--- config.mk ---
export PLATFORM = sky130hd
export DESIGN_NAME = indexed_array_table_unit
export DESIGN_NICKNAME = d
export VERILOG_FILES = /design/src/rtl/iat_pkg.sv /design/src/rtl/indexed_array_table_unit.sv
export SDC_FILE = /design/constraint.sdc
export NUM_CORES = 2
export LEC_CHECK = 0
export BUFFER_PORTS_ARGS = -buffer_cell sky130_fd_sc_hd__buf_2
export CAP_MARGIN = 20
export CELL_PAD_IN_SITES_DETAIL_PLACEMENT = 1
export CELL_PAD_IN_SITES_GLOBAL_PLACEMENT = 2
export CORE_MARGIN = 5
export CORE_UTILIZATION = 35
export DETAILED_ROUTE_END_ITERATION = 8
export PLACE_DENSITY = 0.64
export SYNTH_ARGS = -nofsm -noshare
export SYNTH_HDL_FRONTEND = slang
export SYNTH_SLANG_ARGS = --single-unit
--- constraint.sdc ---
create_clock -name clock -period 5.77 [get_ports clock]
set_input_delay 0.8655 -clock clock [delete_from_list [all_inputs] [get_ports clock]]
set_output_delay 0.8655 -clock clock [all_outputs]
set_load 0.02 [all_outputs]
--- src/rtl/iat_pkg.sv ---
// Package for the indexed array table: sizes, action and status codes,
// sequencer states and the result record. No dependencies.
package iat_pkg;

   localparam int CAPACITY = 64;
   localparam int ADDR_W   = $clog2(CAPACITY);
   localparam int CNT_W    = $clog2(CAPACITY + 1);
   localparam int POS_W    = 6;
   localparam int ENTRY_W  = 7;
   localparam int WORD_W   = 32;
   // compare width that holds both a position and a count
   localparam int EXT_W    = (CNT_W > POS_W) ? CNT_W : POS_W;

   typedef enum logic [2:0] {
      ACT_PUSH   = 3'd0,
      ACT_POP    = 3'd1,
      ACT_GET    = 3'd2,
      ACT_INSERT = 3'd3,
      ACT_DELETE = 3'd4,
      ACT_SEARCH = 3'd5
   } action_type;

   typedef enum logic [2:0] {
      STAT_OK       = 3'd0,
      STAT_EMPTY    = 3'd1,
      STAT_FULL     = 3'd2,
      STAT_BADPOS   = 3'd3,
      STAT_NOTFOUND = 3'd4
   } status_type;

   typedef enum logic [2:0] {
      ST_IDLE,
      ST_READ,
      ST_INSERT,
      ST_DELETE,
      ST_SEARCH
   } state_type;

   typedef struct packed {
      logic [WORD_W-1:0]  read_value;
      logic [POS_W-1:0]   found_position;
      status_type         status;
      logic [ENTRY_W-1:0] entry_count;
   } rsp_type;

endpackage

--- src/rtl/indexed_array_table_unit.sv ---
// Indexed array table: ordered table of 32-bit words in one synchronous RAM.
// Depends on iat_pkg.
//
// Usage:
//   A transaction is taken at a rising edge with start high and busy low;
//   req_action selects push, pop, get, insert, delete or search, with
//   req_position and req_value as operands. Exactly one result follows,
//   shown for one cycle with rsp_strobe high; the receiver cannot stall it.
// Steps of each action, from acceptance to the result:
//   push, rejected actions, unused codes, search of an empty table: result registered on acceptance
//   pop, get: one RAM read, then the registered data is returned
//   insert at p with n entries: entries n-1 down to p each move up one slot, then the value is written at p
//   delete at p with n entries: entries p+1 up to n-1 each move down one slot, then the count drops
//   search with n entries: entries are read from 0 upward until a hit or the end of the table
// Insert, delete and search walk the RAM one entry per cycle through its
// single read port and single write port; start may be raised again in the
// cycle that carries the result.
// Reset clears the entry count and the sequencer; RAM contents are kept
// and only entries below the count are ever read.
module indexed_array_table_unit
   import iat_pkg::*;
(
   input  logic                      clock,
   input  logic                      reset,
   input  logic                      start,
   output logic                      busy,
   input  logic [2:0]                req_action,
   input  logic [POS_W-1:0]          req_position,
   input  logic signed [WORD_W-1:0]  req_value,
   output logic                      rsp_strobe,
   output logic signed [WORD_W-1:0]  rsp_read_value,
   output logic [POS_W-1:0]          rsp_found_position,
   output logic [2:0]                rsp_status,
   output logic [ENTRY_W-1:0]        rsp_entry_count
);

   logic [WORD_W-1:0] mem_array [CAPACITY];

   state_type          state_ff, state_in;
   logic [CNT_W-1:0]   count_ff, count_in;
   logic [CNT_W-1:0]   ptr_ff, ptr_in;
   logic [CNT_W-1:0]   pos_ff, pos_in;
   logic [WORD_W-1:0]  val_ff, val_in;
   logic               pend_ff, pend_in;
   logic [ADDR_W-1:0]  pend_addr_ff, pend_addr_in;
   logic [WORD_W-1:0]  rdata_ff;
   rsp_type            rsp_ff, rsp_in;
   logic               strobe_ff, strobe_in;

   logic               mem_we;
   logic [ADDR_W-1:0]  mem_waddr;
   logic [ADDR_W-1:0]  mem_raddr;
   logic [WORD_W-1:0]  mem_wdata;

   logic               accept;
   logic               is_full;
   logic               is_empty;
   logic [EXT_W-1:0]   pos_ext;
   logic [EXT_W-1:0]   cnt_ext;
   logic [CNT_W-1:0]   ptr_next_up;
   logic               ins_more;
   logic               del_more;
   logic               srch_hit;
   logic               srch_more;

   assign accept      = start && (state_ff == ST_IDLE);
   assign is_full     = (count_ff >= CNT_W'(CAPACITY));
   assign is_empty    = (count_ff == '0);
   assign pos_ext     = EXT_W'(req_position);
   assign cnt_ext     = EXT_W'(count_ff);
   assign ptr_next_up = ptr_ff + CNT_W'(1);
   assign ins_more    = (ptr_ff > pos_ff);
   assign del_more    = (ptr_next_up < count_ff);
   assign srch_hit    = pend_ff && (rdata_ff == val_ff);
   assign srch_more   = (ptr_ff < count_ff);

   // next state
   always_comb begin
      state_in = state_ff;
      unique case (state_ff)
         ST_IDLE: begin
            if (accept) begin
               unique case (req_action)
                  ACT_POP: begin
                     if (!is_empty) state_in = ST_READ;
                  end
                  ACT_GET: begin
                     if (!is_empty && pos_ext < cnt_ext) state_in = ST_READ;
                  end
                  ACT_INSERT: begin
                     if (!is_full && pos_ext <= cnt_ext) state_in = ST_INSERT;
                  end
                  ACT_DELETE: begin
                     if (!is_empty && pos_ext < cnt_ext) state_in = ST_DELETE;
                  end
                  ACT_SEARCH: begin
                     if (!is_empty) state_in = ST_SEARCH;
                  end
                  default: state_in = ST_IDLE;
               endcase
            end
         end
         ST_READ:   state_in = ST_IDLE;
         ST_INSERT: begin
            if (!ins_more && !pend_ff) state_in = ST_IDLE;
         end
         ST_DELETE: begin
            if (!del_more && !pend_ff) state_in = ST_IDLE;
         end
         ST_SEARCH: begin
            if (srch_hit || !srch_more) state_in = ST_IDLE;
         end
         default:   state_in = ST_IDLE;
      endcase
   end

   // datapath and RAM control
   always_comb begin
      count_in     = count_ff;
      ptr_in       = ptr_ff;
      pos_in       = pos_ff;
      val_in       = val_ff;
      pend_in      = pend_ff;
      pend_addr_in = pend_addr_ff;
      rsp_in       = rsp_ff;
      strobe_in    = 1'b0;
      mem_we       = 1'b0;
      mem_waddr    = ptr_ff[ADDR_W-1:0];
      mem_wdata    = rdata_ff;
      mem_raddr    = ptr_ff[ADDR_W-1:0];
      rsp_in.read_value     = '0;
      rsp_in.found_position = '0;
      rsp_in.status         = STAT_OK;

      unique case (state_ff)
         ST_IDLE: begin
            if (accept) begin
               pend_in = 1'b0;
               unique case (req_action)
                  ACT_PUSH: begin
                     strobe_in = 1'b1;
                     if (is_full) begin
                        rsp_in.status = STAT_FULL;
                     end else begin
                        mem_we    = 1'b1;
                        mem_waddr = count_ff[ADDR_W-1:0];
                        mem_wdata = req_value;
                        count_in  = count_ff + CNT_W'(1);
                     end
                  end
                  ACT_POP: begin
                     if (is_empty) begin
                        strobe_in     = 1'b1;
                        rsp_in.status = STAT_EMPTY;
                     end else begin
                        count_in  = count_ff - CNT_W'(1);
                        mem_raddr = count_in[ADDR_W-1:0];
                     end
                  end
                  ACT_GET: begin
                     if (is_empty) begin
                        strobe_in     = 1'b1;
                        rsp_in.status = STAT_EMPTY;
                     end else if (pos_ext >= cnt_ext) begin
                        strobe_in     = 1'b1;
                        rsp_in.status = STAT_BADPOS;
                     end else begin
                        mem_raddr = pos_ext[ADDR_W-1:0];
                     end
                  end
                  ACT_INSERT: begin
                     if (is_full) begin
                        strobe_in     = 1'b1;
                        rsp_in.status = STAT_FULL;
                     end else if (pos_ext > cnt_ext) begin
                        strobe_in     = 1'b1;
                        rsp_in.status = STAT_BADPOS;
                     end else begin
                        ptr_in = count_ff;
                        pos_in = pos_ext[CNT_W-1:0];
                        val_in = req_value;
                     end
                  end
                  ACT_DELETE: begin
                     if (is_empty) begin
                        strobe_in     = 1'b1;
                        rsp_in.status = STAT_EMPTY;
                     end else if (pos_ext >= cnt_ext) begin
                        strobe_in     = 1'b1;
                        rsp_in.status = STAT_BADPOS;
                     end else begin
                        ptr_in = pos_ext[CNT_W-1:0];
                     end
                  end
                  ACT_SEARCH: begin
                     if (is_empty) begin
                        strobe_in     = 1'b1;
                        rsp_in.status = STAT_NOTFOUND;
                     end else begin
                        ptr_in = '0;
                        val_in = req_value;
                     end
                  end
                  default: strobe_in = 1'b1;
               endcase
            end
         end
         ST_READ: begin
            strobe_in         = 1'b1;
            rsp_in.read_value = rdata_ff;
         end
         ST_INSERT: begin
            // move entry ptr-1 up to ptr; each write comes in the cycle after its read
            if (pend_ff) begin
               mem_we    = 1'b1;
               mem_waddr = pend_addr_ff;
               mem_wdata = rdata_ff;
            end
            if (ins_more) begin
               ptr_in       = ptr_ff - CNT_W'(1);
               mem_raddr    = ptr_in[ADDR_W-1:0];
               pend_in      = 1'b1;
               pend_addr_in = ptr_ff[ADDR_W-1:0];
            end else if (pend_ff) begin
               pend_in = 1'b0;
            end else begin
               mem_we    = 1'b1;
               mem_waddr = pos_ff[ADDR_W-1:0];
               mem_wdata = val_ff;
               count_in  = count_ff + CNT_W'(1);
               strobe_in = 1'b1;
            end
         end
         ST_DELETE: begin
            // move entry ptr+1 down to ptr
            if (pend_ff) begin
               mem_we    = 1'b1;
               mem_waddr = pend_addr_ff;
               mem_wdata = rdata_ff;
            end
            if (del_more) begin
               mem_raddr    = ptr_next_up[ADDR_W-1:0];
               ptr_in       = ptr_next_up;
               pend_in      = 1'b1;
               pend_addr_in = ptr_ff[ADDR_W-1:0];
            end else if (pend_ff) begin
               pend_in = 1'b0;
            end else begin
               count_in  = count_ff - CNT_W'(1);
               strobe_in = 1'b1;
            end
         end
         ST_SEARCH: begin
            if (srch_hit) begin
               strobe_in             = 1'b1;
               rsp_in.found_position = POS_W'(pend_addr_ff);
            end else if (srch_more) begin
               mem_raddr    = ptr_ff[ADDR_W-1:0];
               ptr_in       = ptr_next_up;
               pend_in      = 1'b1;
               pend_addr_in = ptr_ff[ADDR_W-1:0];
            end else begin
               strobe_in     = 1'b1;
               rsp_in.status = STAT_NOTFOUND;
            end
         end
         default: strobe_in = 1'b0;
      endcase

      if (!strobe_in) begin
         rsp_in = rsp_ff;
      end else begin
         rsp_in.entry_count = ENTRY_W'(count_in);
      end
   end

   // table RAM: one write port, one registered read port
   always_ff @(posedge clock) begin
      if (mem_we) begin
         mem_array[mem_waddr] <= mem_wdata;
      end
      rdata_ff <= mem_array[mem_raddr];
   end

   always_ff @(posedge clock) begin
      if (reset) begin
         state_ff  <= ST_IDLE;
         count_ff  <= '0;
         pend_ff   <= 1'b0;
         strobe_ff <= 1'b0;
      end else begin
         state_ff  <= state_in;
         count_ff  <= count_in;
         pend_ff   <= pend_in;
         strobe_ff <= strobe_in;
      end
   end

   always_ff @(posedge clock) begin
      ptr_ff       <= ptr_in;
      pos_ff       <= pos_in;
      val_ff       <= val_in;
      pend_addr_ff <= pend_addr_in;
      rsp_ff       <= rsp_in;
   end

   assign busy               = (state_ff != ST_IDLE);
   assign rsp_strobe         = strobe_ff;
   assign rsp_read_value     = rsp_ff.read_value;
   assign rsp_found_position = rsp_ff.found_position;
   assign rsp_status         = rsp_ff.status;
   assign rsp_entry_count    = rsp_ff.entry_count;

`ifndef NO_ASSERTIONS
   count_in_range: assert property (@(posedge clock) disable iff (reset)
      count_ff <= CNT_W'(CAPACITY))
      else $error("entry count above capacity");

   strobe_when_idle: assert property (@(posedge clock) disable iff (reset)
      rsp_strobe |-> !busy)
      else $error("result shown while sequencer still busy");

   count_steps_by_one: assert property (@(posedge clock) disable iff (reset)
      !$past(reset) |-> (count_ff == $past(count_ff)) ||
                        (count_ff == $past(count_ff) + CNT_W'(1)) ||
                        (count_ff + CNT_W'(1) == $past(count_ff)))
      else $error("entry count changed by more than one");

   busy_gives_result: assert property (@(posedge clock) disable iff (reset)
      (busy && !$past(busy) && !$past(reset)) |-> !rsp_strobe)
      else $error("result strobe in first busy cycle");
`endif

endmodule
---- Word-level counts from Yosys, hierarchy flattened ----
Memories as Yosys holds them, arrays and structs flattened. A register that Yosys moved wholly into a read port is not among the register bits.
Cells that the tools add are included.
operators by class
  add/sub/neg operators ................... 4
  magnitude comparators ................... 8
  equal/unequal tests ..................... 31
  mux-type cells .......................... 102
  bitwise operators ....................... 2
  reductions and logical operators ........ 29
operators with widths
  operator                                              count
  2-to-1 mux 32 bit                                     8
  case mux 32 bit (2 select lines)                      2
  2-to-1 mux 7 bit                                      17
  2-to-1 mux 6 bit                                      16
  case mux 6 bit (3 select lines)                       3
  case mux 7 bit (3 select lines)                       2
  2-to-1 mux 3 bit                                      13
  equality test 32 bit                                  1
  case mux 3 bit (5 select lines)                       2
  case mux 7 bit (4 select lines)                       1
  inequality test 3 bit (second input constant)         9
  2-to-1 mux 1 bit                                      25
  inequality test 2 bit (second input constant)         11
  adder 7 x 1 -> 7 bit (second input constant)          2
  < comparator 7 bit                                    2
  case mux 7 bit (2 select lines)                       1
  subtractor 7 x 1 -> 7 bit (second input constant)     2
  equality test 3 x 2 -> 1 bit (second input constant)  4
  case mux 3 bit (4 select lines)                       1
  case mux 6 bit (2 select lines)                       1
  AND reduction 12 bit                                  1
  2-to-1 mux 2 bit                                      5
  AND reduction 5 bit                                   2
  equality test 3 bit (second input constant)           3
  other kinds (26)                                      42
word-level totals
  bits in registers ....................... 111
  bits in writable memories ............... 2048
  input bits .............................. 44
  output and inout port bits .............. 50
  logic and storage cells ................. 189
  memories ................................ 1
memories
  name       words  width  rd ports  clocked after memory_dff  write ports  line                            source
  mem_array  64     32     1         1                         1            indexed_array_table_unit.sv:37  logic [WORD_W-1:0] mem_array [CAPACITY];

---- Depth between registers and ports, before layout ----
  word-level depth ........................ 7
  mapped depth ............................ 22
  depth with buffers taken out ............ 16

---- Least setup slack after synthesis ----
No wires, ideal clock.
  kind .................................... in2reg
  from .................................... in req_action[1]
  to ...................................... mem mem_array[31][0] (enable)
  setup time .............................. 0.421 ns
  arrival time ............................ 4.552 ns
  required time ........................... 5.349 ns
  setup slack ............................. 0.796 ns
  cell stages on the path ................. 9
  buffers on the path ..................... 2
  cell sequence ........................... clkbuf_1 > or4_1 > nor2_1 > clkbuf_1 > a221o_1 > a221o_1 > a21boi_1 > nand3_1 > nor2_1
on the way
  longest elaborated chain between the ends .. 6
  elaborated cells between the ends (all ways) .. 9
  those cells by class .................... 8 x mux; 1 x reduce/logical
ends and longest elaborated chain
  what                                    line                             source
  from (decl)                             indexed_array_table_unit.sv:27   input logic [2:0] req_action,
  zero test 3 bit (*)                     indexed_array_table_unit.sv:139  unique case (req_action)
  2-to-1 mux 1 bit                        indexed_array_table_unit.sv:139
  2-to-1 mux 1 bit                        indexed_array_table_unit.sv:137  if (accept) begin
  case mux 1 bit (3 select lines)         indexed_array_table_unit.sv:135  unique case (state_ff)
  2-to-1 mux 1 bit                        indexed_array_table_unit.sv:279  if (mem_we) begin
  2-to-1 mux 1 bit (not written as such)  indexed_array_table_unit.sv:280  mem_array[mem_waddr] <= mem_wdata;
  to (decl)                               indexed_array_table_unit.sv:37
Mark *: on every way between the ends. The rest lies on a longest branch, timed or not.

---- Worst setup path after layout ----
  from .................................... reg ptr_ff[0]
  to ...................................... reg rdata_ff[21], read port of mem_array
on the way
  longest elaborated chain between the ends .. 5
  elaborated cells between the ends (all ways) .. 12
  those cells by class .................... 2 x add/sub; 2 x order compare; 8 x mux
ends and longest elaborated chain
  what                                                          line                             source
  from (decl)                                                   indexed_array_table_unit.sv:41   logic [CNT_W-1:0] ptr_ff, ptr_in;
  from (signal assigned)                                        indexed_array_table_unit.sv:300  ptr_ff <= ptr_in;
  branches (longest 4 deep; another with adder 7 x 1 -> 7 bit)  n/a
  case mux 6 bit (3 select lines) (*)                           indexed_array_table_unit.sv:135
  to (decl)                                                     indexed_array_table_unit.sv:46   logic [WORD_W-1:0] rdata_ff;
Every way passes the cells marked *.
A chain may end at the register's enable or synchronous reset.

==> metrics.csv <==
stage,metric,value,unit
critical_path,Critical Path Sink Type,flip-flop,
drt,DR vias/cell,5.76,
logic_synthesis,sequential share of the synthesized area,0.749,
finish,fraction of layout cells with a size suffix above 1,0.184,
die,io pins,94,
critical_path,Critical Path AT,6400,ps
logic_synthesis,Yosys warning total,0,
clock_network,Clock transition at path regs,60,ps
critical_path,CP max stage delay,810,ps
power_and_ir_drop,Peak VDD IR,0.000352,V
logic_synthesis,"Async S/R FF share, synth",0,
power_and_ir_drop,P_leak,34.5,nW
critical_path,Worst Reg-to-Reg Cells,19,
critical_path,critical path's slowest cell,o21ai_0,
timing,actual slew at the worst max-slew pin,1130,ps
timing,Max Clock Freq,179,MHz
clock_network,CTS max path bufs,3,
logic_synthesis,Mapped Area,87200,sq um
worst_hold_path,min-delay src,req_value[2],
global_route,first-pass GRT wire length,452,mm
power_and_ir_drop,power per cell area,429,nW/um^2
logic_synthesis,Syn Inst Count,5785,
timing,RSZ-0062 raised after global routing,no,
power_and_ir_drop,Clk pwr share,0.325,
drt,DR WL/cell,33.4,um
global_route,Tot GR Track Use,0.247,
finish,Filler Cell Count,24753,
placed_design,GPL Wtd Cong,0.891,
finish,post-route cell area,103000,sq um
worst_hold_path,Hold Path End,val_ff[2]$_DFFE_PP_,
clock_network,clk_lat worst skew,890,ps
logic_synthesis,Synth area leader,edfxtp_1,
critical_path,Crit Path Max Fanout,14,
drt,total wire length,327,mm
critical_path,critical path type,flip-flop to flip-flop,
clock_network,Root Driver,clkbuf_16,
clock_network,CTS buffer count,224,
power_and_ir_drop,sequential power share,0.461,
critical_path,"Req. time, crit path",6590,ps
flow_run,maxcap violations,0,
logic_synthesis,synthesized flop and latch total,2191,
logic_synthesis,largest cells by area after synthesis,"edfxtp_1 74%, nand2_1 5.2%, mux4_2 4.0%",
global_route,antenna violations before repair,24,
placed_design,dpl hpwl,208,mm
power_and_ir_drop,cell-internal power,30.6,mW
critical_path,Worst path top cell family by delay,compound AO/OA/AOI/OAI gates,
critical_path,Reg2Reg Setup Slack,190,ps
placed_design,Buffers on Ports,93,
placed_design,pre-CTS setup slack,-392,ps
timing,setup slack after layout,191,ps
die,Die Height,509,um
critical_path,CP startpoint kind,flip-flop,
timing,Slew Limit Fails,0,
worst_hold_path,Hold WC Path Type,primary input to flip-flop,
drt,Via Count,56335,
timing,clk_skew,56.5,ps
clock_network,CTS tree,built,
clock_network,CTS sink cnt,2191,
timing,Tmin final,5580,ps
power_and_ir_drop,switching share of power,0.310,
drt,DRC Markers,0,
logic_synthesis,top cell type's share of synthesized area,0.739,
die,full die area,259000,sq um
timing,"Hold Violations, Final",0,
power_and_ir_drop,Comb pwr share,0.214,
outcome,status,finished clean,
critical_path,reg-to-reg critical path endpoint,rdata_ff[21]$_DFF_P_,
drt,antenna-violating nets left,0,
global_route,GR Overflow Total,0,
die,Core ar.,248000,sq um
power_and_ir_drop,Sw Pwr,13.8,mW
timing,Relative slew margins,0.245,
worst_hold_path,WHS Path Cells,1,
finish,Final Util,0.416,
finish,area grow syn2layout,18.6,%
drt,initial DRC count,6783,
die,initial core utilization,0.351,
finish,NumNets Final,6316,
clock_network,H-Tree Depth,4,
drt,First-pass DRT Iterations,6,
timing,# setup viols final,0,
logic_synthesis,count of flip-flops with a built-in enable after synthesis,2147,
critical_path,"Critical Path, Cell by Cell",ha_1 > nand3_1 > xnor2_1 > ha_1 > a211o_1 > and2_1 > o31a_1 > o31ai_4 > o2111a_4 > buf_12 > buf_12 > buf_4 > a21oi_1 > a22oi_1 > a22oi_1 > o21ai_0 > nand2_1 > nand4_1 > buf_4,
logic_synthesis,Mapped Nets,5858,
logic_synthesis,Synth cell types,86,
timing,Worst Hold Slack,174,ps
die,cell row count,183,
logic_synthesis,Synth Flop Type,edfxtp_1,
critical_path,Buf/Inv on CP,4,
placed_design,Post-DP Area,95900,sq um
logic_synthesis,synthesized area per cell,15.1,sq um
critical_path,reg-to-reg critical path startpoint,ptr_ff[0]$_DFFE_PP_,
global_route,largest net degree at the start of global routing,85,
die,DIE WIDTH,509,um
timing,Tcrit/Tclk final,0.967,
global_route,vias in the first global route,55670,
## cell usage after synthesis (all sizes together) (7+ instances only)
cell type  number
a211oi         14
a21boi          8
a21o           15
a21oi         150
a221o           7
a221oi         17
a222oi         33
a22oi          62
a2bb2oi        11
a311oi         11
a31oi          89
a32o           24
a32oi          61
and2           48
and3           69
buf           224
clkbuf        114
dfxtp          44
edfxtp       2147
ha             29
inv            57
mux2i         141
mux4          156
nand2        1208
nand2b         11
nand3         431
nand4          73
nor2          172
nor2b          14
nor3           34
nor4           25
o2111ai        15
o211ai         18
o21ai          62
o22ai          29
or3            18
or4            25
xnor2          36
xor2           10
## metal layers
metal | GRT usage | vias to the layer above | wire length, um
met3 | 0.0433 | 466 | 27700
met2 | 0.392 | 2393 | 151000
li1 | - | 23221 | -
met4 | 0.0645 | 12 | 9150
met5 | 0 | - | 80
met1 | 0.351 | 30243 | 139000
## stage by stage
stage,setup TNS [ps],power (mW),cells
final,0,44.3,9779
after global routing,0,45.7,9772
after CTS,0,44.4,9757
after detailed placement,-577,30.1,9333
after global placement,-504,29.8,9325
after floorplan,0,24.9,5785
## repair_timing
| item | in CTS | in global routing |
|---|---|---|
| pin swaps | 0 | 2 |
| resized for setup | 4 | 8 |
| endpoints found under the setup margin | 3 | 24 |
| hold endpoints to repair | 0 | 0 |
| cloned | 0 | 1 |
| hold buffers | 0 | 0 |
| setup buffers | 0 | 4 |
## state kept, by name, summed over array words and instances (netlist names), 3 cells and up
signal	flops
mem_array	2048
rdata_ff	32
rsp_read_value	32
val_ff	32
cnt_ext	7
ptr_ff	7
rsp_entry_count	7
pend_addr_ff	6
pos_ff	6
rsp_found_position	6
rsp_status	3
state_ff	3
## layout make-up
class,instances,area (sq um),share of cell area
tap,3330,4170,0.0403
antenna,8,20.0,0.000194
clock inverter,108,1070,0.0104
timing repair buffer,569,5640,0.0545
sequential,2191,65400,0.632
multi-input combinational,3200,20800,0.201
clock buffer,316,6150,0.0595
inverter,57,214,0.00207
## cell families (layout without fill, tap and decap cells)
| kind of cell | count (synthesis) | count (layout) | share of synthesized area |
|---|---|---|---|
| adders and majority gates | 29 | 29 | 0.00416 |
| xor gates and xnor gates | 46 | 46 | 0.00462 |
| muxes | 297 | 297 | 0.0565 |
| AOI/OAI and AO/OA | 677 | 678 | 0.0551 |
| other | 0 | 8 | 0 |
| DFF | 2191 | 2191 | 0.749 |
| and+or+nand+nor | 2150 | 2150 | 0.110 |
| buffers and inverters | 395 | 1050 | 0.0207 |
## worst register-to-register path, delay by kind of cell, from the launching register on
kind / cells / cell delay, ps
AO/OA/AOI/OAI: 8 / 2700
XOR/XNOR: 1 / 300
adder cells (fa/ha/maj): 2 / 530
buffers and inverters: 4 / 790
flip-flops: 1 / 390
AND/OR/NAND/NOR: 4 / 830
## worst max-delay path by stage
| stage | start | end | slack, ps | cells after the start |
|---|---|---|---|---|
| 6_report | ptr_ff[0]$_DFFE_PP_ | rdata_ff[21]$_DFF_P_ | 190 | 19 |
| 2_1_floorplan | req_action[1] | mem_array[31][0]$_DFFE_PP_ | 800 | 9 |
| 3_3_place_gp | start | rdata_ff[21]$_DFF_P_ | -310 | 17 |
| 3_5_place_dp | start | rdata_ff[21]$_DFF_P_ | -390 | 17 |
| 4_1_cts | ptr_ff[2]$_DFFE_PP_ | rdata_ff[3]$_DFF_P_ | 30 | 15 |
| 5_1_grt | ptr_ff[0]$_DFFE_PP_ | rdata_ff[3]$_DFF_P_ | 70 | 16 |
## power groups by stage
stage | sequential (mW) | clock, mW | combinational (mW)
2_1_floorplan | 20.5 | 0 | 4.38
3_3_place_gp | 20.8 | 0 | 9.03
3_5_place_dp | 20.8 | 0 | 9.27
4_1_cts | 20.4 | 14.7 | 9.30
5_1_grt | 20.4 | 15.4 | 9.95
6_report | 20.4 | 14.4 | 9.48
## cells in the final DEF (no fill, tap or decap), types with 17 or more instances in the layout
cell type,instances
clkbuf_1,74
o21ai_0,49
and3_1,69
nor4_1,20
nor2_1,88
nor2_4,74
a221oi_1,17
nor3_1,25
buf_12,123
o22ai_1,29
a32o_1,24
dfxtp_1,44
o211ai_1,18
clkinv_2,29
a32oi_1,61
clkinv_1,46
nand2_1,1207
and2_1,47
a222oi_1,33
xnor2_1,35
a31oi_1,89
nand4_1,73
nand3_1,430
inv_2,31
edfxtp_1,2147
or4_1,24
mux4_2,156
mux2i_1,141
ha_1,29
buf_2,93
buf_4,348
inv_1,25
a22oi_1,61
clkbuf_16,226
a21oi_1,150
No activity file was read; power rests on OpenSTA's default activity.
